<file path="config.mk">
export PLATFORM = sky130hd
export DESIGN_NAME = hdlc_bit_receiver
export DESIGN_NICKNAME = d
export VERILOG_FILES = /design/src/hw/rtl/hbr_pkg.sv /design/src/hw/rtl/hdlc_bit_receiver.sv /design/src/hw/rtl/hbr_cfg_regs.sv /design/src/hw/rtl/hbr_frame_engine.sv
export SDC_FILE = /design/constraint.sdc
export NUM_CORES = 1
export LEC_CHECK = 0
export BUFFER_PORTS_ARGS = -buffer_cell sky130_fd_sc_hd__clkbuf_2
export CORE_ASPECT_RATIO = 1.1
export CORE_MARGIN = 5
export CORE_UTILIZATION = 48
export DETAILED_ROUTE_END_ITERATION = 6
export PLACE_DENSITY_LB_ADDON = 0.12
export RECOVER_POWER = 100
export SLEW_MARGIN = 30
export SYNTH_ARGS = -nofsm -noshare
export SYNTH_HDL_FRONTEND = slang
export SYNTH_SLANG_ARGS = --single-unit
</file>
<file path="constraint.sdc">
create_clock -name aclk -period 3.2 [get_ports aclk]
set_input_delay 0.64 -clock aclk [delete_from_list [all_inputs] [get_ports aclk]]
set_output_delay 0.64 -clock aclk [all_outputs]
set_load 0.01 [all_outputs]
</file>
<file path="src/hw/rtl/hbr_pkg.sv">
// Shared types and constants for the HDLC bit receiver.
// No dependencies; used by every module of the block.
package hbr_pkg;

    // Upper bound on stored bytes per frame, on top of max_frame_bytes.
    localparam int unsigned MAX_FRAME = 4096;

    localparam int unsigned CFG_DATA_W = 13;
    localparam int unsigned CFG_IDX_W  = 2;
    localparam int unsigned LEN_W      = 13;

    localparam logic [7:0] FLAG_PATTERN = 8'h7E;
    localparam logic [2:0] ONES_STUFF   = 3'd5;
    localparam logic [2:0] ONES_ABORT   = 3'd7;

    // Register indexes of the configuration port
    localparam logic [CFG_IDX_W-1:0] REG_NRZI_ENABLE = 2'd0;
    localparam logic [CFG_IDX_W-1:0] REG_MIN_FRAME   = 2'd1;
    localparam logic [CFG_IDX_W-1:0] REG_MAX_FRAME   = 2'd2;

    // Reset values of the configuration registers
    localparam logic             RST_NRZI_ENABLE = 1'b1;
    localparam logic [7:0]       RST_MIN_FRAME   = 8'd4;
    localparam logic [LEN_W-1:0] RST_MAX_FRAME   = 13'd4096;

    typedef enum logic [1:0] {
        EV_BYTE = 2'd0,
        EV_DONE = 2'd1,
        EV_DROP = 2'd2
    } event_kind_t;

    typedef enum logic [1:0] {
        CAUSE_SHORT    = 2'd0,
        CAUSE_ABORT    = 2'd1,
        CAUSE_OVERFLOW = 2'd2
    } drop_cause_t;

    typedef struct packed {
        logic             nrzi_enable;
        logic [7:0]       min_frame_bytes;
        logic [LEN_W-1:0] max_frame_bytes;
    } cfg_t;

    typedef struct packed {
        logic             valid;
        event_kind_t      kind;
        logic [7:0]       data_byte;
        logic [LEN_W-1:0] frame_length;
        drop_cause_t      drop_cause;
    } result_t;

endpackage

</file>
<file path="src/hw/rtl/hdlc_bit_receiver.sv">
// Top level of the HDLC bit receiver: input beat register, frame engine, result register.
// Depends on hbr_pkg, hbr_cfg_regs and hbr_frame_engine.

// HDLC bit receiver. Each input beat carries one line bit in s_tdata[0]. The
// bit is optionally NRZI-decoded (no level change = 1), searched for the 0x7E
// flag, destuffed (a zero after five ones is removed), checked for abort
// (seven ones in a row) and packed into bytes LSB first. Every stored byte
// gives a result beat, and the end of a frame gives a completion beat with the
// length or a drop beat with its cause. The block takes one bit per clock
// cycle sustained while m_tready is high: the whole step for a bit is
// combinational logic between the input register and the result register,
// so a bit goes in every cycle and its result is held in the result register
// until taken. A bit that produces no result still takes its turn. No clearing
// pass follows reset. Configuration writes on cfg_we/cfg_index/cfg_wdata take
// effect on the next cycle and belong in idle periods.
module hdlc_bit_receiver (
    input  logic                           aclk,
    input  logic                           aresetn,
    // input bit stream
    input  logic                           s_tvalid,
    output logic                           s_tready,
    input  logic [7:0]                     s_tdata,   // [0] line_bit, [7:1] zero
    // result events
    output logic                           m_tvalid,
    input  logic                           m_tready,
    output logic [23:0]                    m_tdata,   // [7:0] data_byte,
                                                      // [20:8] frame_length,
                                                      // [22:21] drop_cause, [23] zero
    output logic [1:0]                     m_tuser,   // [1:0] event_kind
    // configuration writes
    input  logic                           cfg_we,
    input  logic [hbr_pkg::CFG_IDX_W-1:0]  cfg_index,
    input  logic [hbr_pkg::CFG_DATA_W-1:0] cfg_wdata
);

    hbr_pkg::cfg_t    cfg;
    hbr_pkg::result_t result;

    logic             in_valid_reg;
    logic             in_bit_reg;
    logic             advance;

    logic             out_valid_reg;
    hbr_pkg::result_t out_reg;

    hbr_cfg_regs u_cfg (
        .aclk      (aclk),
        .aresetn   (aresetn),
        .cfg_we    (cfg_we),
        .cfg_index (cfg_index),
        .cfg_wdata (cfg_wdata),
        .cfg       (cfg)
    );

    // Advance the held bit whenever the result register is free or draining.
    assign advance  = in_valid_reg && (!out_valid_reg || m_tready);
    assign s_tready = !in_valid_reg || advance;

    always_ff @(posedge aclk) begin
        if (!aresetn) begin
            in_valid_reg <= 1'b0;
        end else if (s_tready) begin
            in_valid_reg <= s_tvalid;
        end
    end

    // Hold the bit payload with its valid flag; no reset needed.
    always_ff @(posedge aclk) begin
        if (s_tready) begin
            in_bit_reg <= s_tdata[0];
        end
    end

    hbr_frame_engine u_engine (
        .aclk     (aclk),
        .aresetn  (aresetn),
        .cfg      (cfg),
        .step     (advance),
        .line_bit (in_bit_reg),
        .result   (result)
    );

    // Result register: load on advance, drop valid once taken.
    always_ff @(posedge aclk) begin
        if (!aresetn) begin
            out_valid_reg <= 1'b0;
        end else if (advance) begin
            out_valid_reg <= result.valid;
        end else if (m_tready) begin
            out_valid_reg <= 1'b0;
        end
    end

    always_ff @(posedge aclk) begin
        if (advance) begin
            out_reg <= result;
        end
    end

    assign m_tvalid = out_valid_reg;
    assign m_tuser  = out_reg.kind;
    assign m_tdata  = {1'b0, out_reg.drop_cause, out_reg.frame_length, out_reg.data_byte};

endmodule

</file>
<file path="src/hw/rtl/hbr_cfg_regs.sv">
// Configuration register file of the HDLC bit receiver.
// Depends on hbr_pkg for register indexes, reset values and cfg_t.
module hbr_cfg_regs (
    input  logic                             aclk,
    input  logic                             aresetn,
    input  logic                             cfg_we,
    input  logic [hbr_pkg::CFG_IDX_W-1:0]    cfg_index,
    input  logic [hbr_pkg::CFG_DATA_W-1:0]   cfg_wdata,
    output hbr_pkg::cfg_t                    cfg
);

    hbr_pkg::cfg_t cfg_reg;
    hbr_pkg::cfg_t cfg_next;

    always_comb begin
        cfg_next = cfg_reg;
        if (cfg_we) begin
            unique case (cfg_index)
                hbr_pkg::REG_NRZI_ENABLE: cfg_next.nrzi_enable     = cfg_wdata[0];
                hbr_pkg::REG_MIN_FRAME:   cfg_next.min_frame_bytes = cfg_wdata[7:0];
                hbr_pkg::REG_MAX_FRAME:   cfg_next.max_frame_bytes = cfg_wdata;
                default:                  cfg_next = cfg_reg; // unmapped index: drop
            endcase
        end
    end

    always_ff @(posedge aclk) begin
        if (!aresetn) begin
            cfg_reg.nrzi_enable     <= hbr_pkg::RST_NRZI_ENABLE;
            cfg_reg.min_frame_bytes <= hbr_pkg::RST_MIN_FRAME;
            cfg_reg.max_frame_bytes <= hbr_pkg::RST_MAX_FRAME;
        end else begin
            cfg_reg <= cfg_next;
        end
    end

    assign cfg = cfg_reg;

endmodule

</file>
<file path="src/hw/rtl/hbr_frame_engine.sv">
// Per-bit HDLC state: NRZI decode, flag search, destuffing, abort check, byte assembly.
// Depends on hbr_pkg; advances one bit on each cycle that step is high.
module hbr_frame_engine (
    input  logic              aclk,
    input  logic              aresetn,
    input  hbr_pkg::cfg_t     cfg,
    input  logic              step,
    input  logic              line_bit,
    output hbr_pkg::result_t  result
);

    localparam int unsigned LW = hbr_pkg::LEN_W;

    logic          prev_level_reg,   prev_level_next;
    logic [7:0]    shifter_reg,      shifter_next;
    logic          inside_reg,       inside_next;
    logic [2:0]    ones_reg,         ones_next;
    logic [2:0]    bit_pos_reg,      bit_pos_next;
    logic [7:0]    partial_reg,      partial_next;
    logic [LW-1:0] count_reg,        count_next;

    hbr_pkg::result_t res;

    always_comb begin
        logic       bit_val;
        logic [2:0] ones_inc;
        logic [7:0] byte_val;
        logic       room;

        bit_val  = cfg.nrzi_enable ? (line_bit == prev_level_reg) : line_bit;
        ones_inc = (ones_reg < hbr_pkg::ONES_ABORT) ? ones_reg + 3'd1 : ones_reg;
        byte_val = partial_reg;
        byte_val[bit_pos_reg] = bit_val;
        room = (count_reg < cfg.max_frame_bytes) &&
               (32'(count_reg) < hbr_pkg::MAX_FRAME);

        prev_level_next = line_bit;
        shifter_next    = {bit_val, shifter_reg[7:1]};
        inside_next     = inside_reg;
        ones_next       = ones_reg;
        bit_pos_next    = bit_pos_reg;
        partial_next    = partial_reg;
        count_next      = count_reg;

        res              = '0;
        res.kind         = hbr_pkg::EV_BYTE;
        res.drop_cause   = hbr_pkg::CAUSE_SHORT;

        if (shifter_next == hbr_pkg::FLAG_PATTERN) begin
            if (inside_reg && (count_reg >= LW'(cfg.min_frame_bytes))) begin
                // closing flag of a valid frame; wait for the next flag
                inside_next      = 1'b0;
                res.valid        = 1'b1;
                res.kind         = hbr_pkg::EV_DONE;
                res.frame_length = count_reg;
            end else begin
                if (inside_reg && (count_reg != '0)) begin
                    res.valid      = 1'b1;
                    res.kind       = hbr_pkg::EV_DROP;
                    res.drop_cause = hbr_pkg::CAUSE_SHORT;
                end
                inside_next  = 1'b1;
                ones_next    = '0;
                bit_pos_next = '0;
                partial_next = '0;
                count_next   = '0;
            end
        end else if (inside_reg) begin
            if (bit_val && (ones_inc == hbr_pkg::ONES_ABORT)) begin
                // abort: seventh one in a row
                inside_next  = 1'b0;
                ones_next    = '0;
                bit_pos_next = '0;
                partial_next = '0;
                count_next   = '0;
                if (count_reg != '0) begin
                    res.valid      = 1'b1;
                    res.kind       = hbr_pkg::EV_DROP;
                    res.drop_cause = hbr_pkg::CAUSE_ABORT;
                end
            end else if (!bit_val && (ones_reg == hbr_pkg::ONES_STUFF)) begin
                ones_next = '0; // drop the stuffed zero
            end else begin
                ones_next    = bit_val ? ones_inc : 3'd0;
                bit_pos_next = bit_pos_reg + 3'd1;
                partial_next = byte_val;
                if (bit_pos_reg == 3'd7) begin
                    partial_next = '0;
                    if (room) begin
                        count_next    = count_reg + LW'(1);
                        res.valid     = 1'b1;
                        res.kind      = hbr_pkg::EV_BYTE;
                        res.data_byte = byte_val;
                    end else begin
                        inside_next    = 1'b0;
                        ones_next      = '0;
                        bit_pos_next   = '0;
                        count_next     = '0;
                        res.valid      = 1'b1;
                        res.kind       = hbr_pkg::EV_DROP;
                        res.drop_cause = hbr_pkg::CAUSE_OVERFLOW;
                    end
                end
            end
        end
    end

    always_ff @(posedge aclk) begin
        if (!aresetn) begin
            prev_level_reg <= 1'b1;
            shifter_reg    <= '0;
            inside_reg     <= 1'b0;
            ones_reg       <= '0;
            bit_pos_reg    <= '0;
            partial_reg    <= '0;
            count_reg      <= '0;
        end else if (step) begin
            prev_level_reg <= prev_level_next;
            shifter_reg    <= shifter_next;
            inside_reg     <= inside_next;
            ones_reg       <= ones_next;
            bit_pos_reg    <= bit_pos_next;
            partial_reg    <= partial_next;
            count_reg      <= count_next;
        end
    end

    assign result = res;

endmodule

</file>
==> results.toml, run 1 <==
[cts]
hold_buffers = 0
clk_path_buf_depth = 2
cts_max_level = 3
clk_pin_slew_ns = 0.08
cts_buffers = 9
post_cts.repair.setup_buffers = 0
cts_resized = 0
cts_tree = "built"
cts_root_buffer = "clkbuf_8"
clock-sinks = 86
insertion_delay_ns = 0.36

[hold_path]
min_delay_path_depth = 2
min_from = "u_cfg.cfg[5]$_SDFFE_PN0P_"
hold_path_class = "reg2reg"
hold_end = "u_cfg.cfg[5]$_SDFFE_PN0P_"

[grt]
grt.busiest_layer = "met2"
grt_pass1_wl_um = 16600
grt.total_usage_pct = 17.9
met3_usage_pct = 3.57
overflow = 0
grt_max_degree = 36
grt_pass1_vias = 3486
grt_use_met1_pct = 25.7
grt_util_met2_pct = 27.0
antenna_found_initial = 0

[floorplanning]
core_mm2 = 0.00926
die_y_um = 111
dieArea_mm2 = 0.0114
io_pins = 56
rows = 37
start_util_pct = 48.5
die_w_um = 102

[detailed_routing]
wire_per_inst_um = 14.6
vias = 3711
detail-route-antenna-nets = 0
dr.first_iter.drc_count = 144
firstDrtPassIters = 5
viasPerCell = 5.53
drc = 0
wirelength_um = 9770

[synthesis]
synth_edf_count = 26
synth_nets = 560
synthFlopType = "dfxtp_1"
avgSynthCellArea_um2 = 8.87
syn_area_mm2 = 0.00449
synth-seq-cells = 86
yosysSeqAreaShare_pct = 44.1
async_reset_ff_share_pct = 0
synth_most_common_cell = "nand2_1"
synth_commonest_cells = "nand2_1, dfxtp_1, inv_1"
ys_top_cells_by_area = "dfxtp_1, edfxtp_1, ha_1"
synth_largest_area_cell = "dfxtp_1"
yosysWarnings = 0
synthCells = 506
synth.top_cell.area_share_pct = 26.8
synth_cell_types = 61

[critical_path]
worstRegToRegCells = 7
r2r_setup_slack_ns = 0.46
crit_arrival_ns = 2.96
cp-startpoint = "u_engine.prev_level_reg$_SDFFE_PN1P_"
slowest_stage = "mux2i_1"
criticalPathCategory = "reg2reg"
worstSetupEndpointType = "register"
r2r_end = "u_engine.count_reg[7]$_SDFFE_PN0P_"
crit_fanout = 11
required_ns = 3.42
path_cells = "nand2b_1 > xor2_1 > mux2i_1 > nor2_2 > o31ai_1 > buf_4 > o221ai_1"
reg2reg_from = "u_engine.prev_level_reg$_SDFFE_PN1P_"
max_stage_delay_ns = 0.67
cp-start-kind = "register"

[layout]
n_antenna_cell = 0
fillers = 906
layout-drive-gt1-share_pct = 9.21
design_area_mm2 = 0.00496
syn_to_final_growth_pct = 10.5
seq_area_mm2 = 0.00198
multiInputGateArea_mm2 = 0.00219
largest_reg_flops = 23
fin_nets = 603

[sta]
drv_slew = 36
period_share_pct = 85.7
period_minus_slack_ns = 2.74
skew_ns = 0.0142
relSlewSlack_pct = -7.91
max_freq_mhz = 365
setup_viol = 0
finalHoldViolCount = 0
tightest_slew_ns = 1.62
rsz0062_at_grt = "no"
finalSetupTns_ns = 0

[pwr]
ir_drop_mv = 0.223
power.leakage_uw = 0.00196
power_density_mw_per_mm2 = 410

[placed_design]
dp_hpwl_um = 6880
placed_area_mm2 = 0.00485
globalplace.congestion = 0.868
port_buffers = 47

[run_status]
outcome = "finished with violations"
violations = "capacitance limit, slew limit"

[run]
drv_cap = 1
==> routing by layer <==
layer	share of wire [%]	wire, µm	up-vias
li1	-	-	1875
met3	5.5	535	13
met4	1.6	158	0
met1	48	4650	1733
met2	45	4430	90
met5	0	0	-
==> report_power, final <==
group          switching [µW]  internal (µW)  total (µW)
Combinational            81.0           41.3         122
Sequential               9.17           1140        1150
Clock                     383            379         762
Total                     473           1560        2030
==> logic make-up (layout without fill, tap and decap cells) <==
kind of cell | count (synthesis) | after routing | synth area share, %
XOR/XNOR | 3 | 3 | 0.920
adder cells (fa/ha/maj) | 26 | 26 | 7.25
AO/OA/AOI/OAI | 108 | 108 | 17.1
AND/OR/NAND/NOR | 201 | 201 | 22.0
flip-flops | 86 | 86 | 44.1
multiplexers | 10 | 10 | 2.23
buffers and inverters | 71 | 119 | 6.19
other | 1 | 1 | 0.0835
==> critical path, delay by kind of cell, from the launching register on <==
family	cells	cell delay, ns
compound gates	2	0.43
xor+xnor	1	0.51
buf+inv	1	0.24
flops	1	0.33
mux	1	0.67
simple gates	2	0.42
==> metrics by stage <==
stage	util (%)	instances	hold WS [ns]	power [µW]	worst slack [ns]
after global placement	52.4	655	0.442	1300	0.503
after detailed placement	52.4	655	0.447	1300	0.459
after floorplan	-	506	0.431	1260	0.802
after global routing	53.6	671	0.448	2120	0.185
final	53.6	671	0.457	2030	0.458
after CTS	54.5	671	0.439	2060	0.438
==> worst max path at each step <==
stage                                    endpoint
2_1_floorplan            m_tdata[7]$_SDFFCE_PP0P_
3_3_place_gp             m_tdata[4]$_SDFFCE_PP0P_
3_5_place_dp             m_tdata[4]$_SDFFCE_PP0P_
4_1_cts                  m_tdata[4]$_SDFFCE_PP0P_
5_1_grt        u_engine.count_reg[7]$_SDFFE_PN0P_
6_report       u_engine.count_reg[7]$_SDFFE_PN0P_
==> layout make-up <==
cell class,instances,share of cell area [%]
well taps,117,2.95
clock inverters,6,1.24
multi-input cells,349,44.2
flip-flops and latches,86,40.0
inverters,44,3.33
clock buffers,10,2.77
repair buffers,59,5.55
==> cell usage in the layout, fill, tap and decap left out, types with 15 or more instances in the layout <==
master / Yosys / routed
nor3_1: 15 / 15
dfxtp_1: 60 / 60
ha_1: 26 / 26
a21oi_1: 34 / 34
clkbuf_2: 0 / 19
edfxtp_1: 26 / 26
clkbuf_1: 21 / 32
nor2_1: 42 / 42
nand2_1: 68 / 68
inv_1: 44 / 44
No activity file was read; power rests on OpenSTA's default activity.
==> run 2, diff against run 1 <==
Clock period 3.2 ns to 2.35 ns, I/O delays scaled along.
==> run 2 against run 1 <==
The flow now finishes without violations. Clock power up 72%. Worst setup slack worse by 0.43 ns. Final cell count is 5.2% higher. Clock skew up 0.0020 ns. Global-route usage up 1.3 points. Power is 51% higher. Largest power group unchanged. Register-to-register slack lost 0.43 ns.
==> results.toml, run 2 (synthesis gave the netlist of run 1 again) <==
[floorplanning]
io_pins = 56
core_mm2 = 0.00926
die_y_um = 111
dieArea_mm2 = 0.0114
rows = 37
die_w_um = 102
start_util_pct = 48.5

[pwr]
swShare_pct = 23.5
power.leakage_uw = 0.00225
ir_drop_mv = 0.358
p_comb_share_pct = 6.1
p_int_uw = 2340
p_switching_uw = 720
clockPowerShare_pct = 42.9
power_density_mw_per_mm2 = 546
seq_power_share_pct = 51.0

[cts]
cts_tree = "built"
cts_max_level = 3
cts_buffers = 9
clk_pin_slew_ns = 0.10
clk_path_buf_depth = 2
insertion_delay_ns = 0.36
clock-sinks = 86
cts_root_buffer = "clkbuf_8"

[detailed_routing]
detail-route-antenna-nets = 0
wire_per_inst_um = 15.5
viasPerCell = 5.49
drc = 0
dr.first_iter.drc_count = 159
firstDrtPassIters = 4
vias = 3877
wirelength_um = 10900

[grt]
grt_pass1_vias = 3744
grt_max_degree = 34
antenna_found_initial = 0
grt_pass1_wl_um = 17700
overflow = 0
grt.total_usage_pct = 19.2

[sta]
hold_ws_ns = 0.291
skew_ns = 0.0162
period_share_pct = 99.0
finalHoldViolCount = 0
setup_viol = 0
relSlewSlack_pct = 49.1
finalSetupTns_ns = 0
period_minus_slack_ns = 2.33
drv_slew = 0
tightest_slew_ns = 0.764
max_freq_mhz = 430
rsz0062_at_grt = "yes"

[critical_path]
critPathTopFamily = "compound AO/OA/AOI/OAI gates"
crit_fanout = 5
path_cells = "ha_4 > and2_4 > a221o_1 > a221o_1 > a2111oi_4 > buf_4 > nand3_4 > buf_6 > o22ai_1"
criticalPathCategory = "reg2reg"
cp-start-kind = "register"
cp.buffers_inverters = 2
cp_common_cell = "a221o_1"
slowest_stage = "dfxtp_4"
worstSetupEndpointType = "register"
max_stage_delay_ns = 0.38
required_ns = 2.64
crit_arrival_ns = 2.61

[layout]
final_util_pct = 60.6
syn_to_final_growth_pct = 25.0
mostFrequentLayoutCell = "nand2_1"
final_cell_mix = "nand2_1, dfxtp_1, nor2_1, inv_1, buf_4"
fillers = 828
n_antenna_cell = 0
largest_reg_flops = 23
fin_nets = 638
design_area_mm2 = 0.00561
stdcell_count = 706
layout-drive-gt1-share_pct = 21.7

[placed_design]
port_buffers = 47
dp.cells = 682
dp_hpwl_um = 7500
globalplace.congestion = 0.863
placed_area_mm2 = 0.00508

[run_status]
outcome = "finished clean"

[hold_path]
hold_path_class = "in2reg"

[run]
drv_cap = 0
## run 2: final cells by class
type	instances	area (µm²)	share of cell area, %
timing repair buffer	94	608	10.8
multi-input combinational	349	2440	43.5
clock inverter	7	128	2.27
tap	117	146	2.61
clock buffer	9	124	2.21
inverter	44	165	2.94
sequential	86	2000	35.6
## run 2: metal layers
layer,routed length [µm],vias up,GRT usage [%],part of all wire (%)
li1,-,1942,-,-
met1,5120,1811,26.7,47
met2,5060,105,30.2,46
met3,551,19,2.63,5.0
met4,204,0,7.26,1.9
met5,0,-,0,0
## run 2: power by group through the flow
stage / Clock, µW / Sequential [µW] / Combinational [µW]
2_1_floorplan: 0 / 1600 / 106
3_3_place_gp: 0 / 1600 / 178
3_5_place_dp: 0 / 1600 / 182
4_1_cts: 1330 / 1570 / 188
5_1_grt: 1400 / 1570 / 207
6_report: 1310 / 1560 / 187
## run 2: worst paths after layout
check / from / endpoint / slack (ns) / depth (start not counted)
worst min register to register: u_cfg.cfg[1]$_SDFFE_PN0P_ / u_cfg.cfg[1]$_SDFFE_PN0P_ / 0.46 / 2
worst max-delay path: u_engine.count_reg[8]$_SDFFE_PN0P_ / u_engine.count_reg[1]$_SDFFE_PN0P_ / 0.02 / 9
worst max register to register: u_engine.count_reg[8]$_SDFFE_PN0P_ / u_engine.count_reg[1]$_SDFFE_PN0P_ / 0.02 / 9
worst min-delay path: s_tdata[0] / in_bit_reg$_DFFE_PP_ / 0.29 / 1
## run 2: timing repair
item | CTS | global route
hold buffers | 0 | 0
endpoints found under the setup margin | 31 | 35
pin swaps | 11 | 10
setup buffers | 3 | 1
gates resized for setup | 32 | 18
cloned | 2 | 2
## run 2: per-stage QoR
step	power [µW]	worst slack (ns)
floorplan	1710	0.0103
finish	3060	0.0247
CTS	3090	-0.0456
global placement	1780	-0.190
detailed placement	1780	-0.273
global route	3180	-0.0502
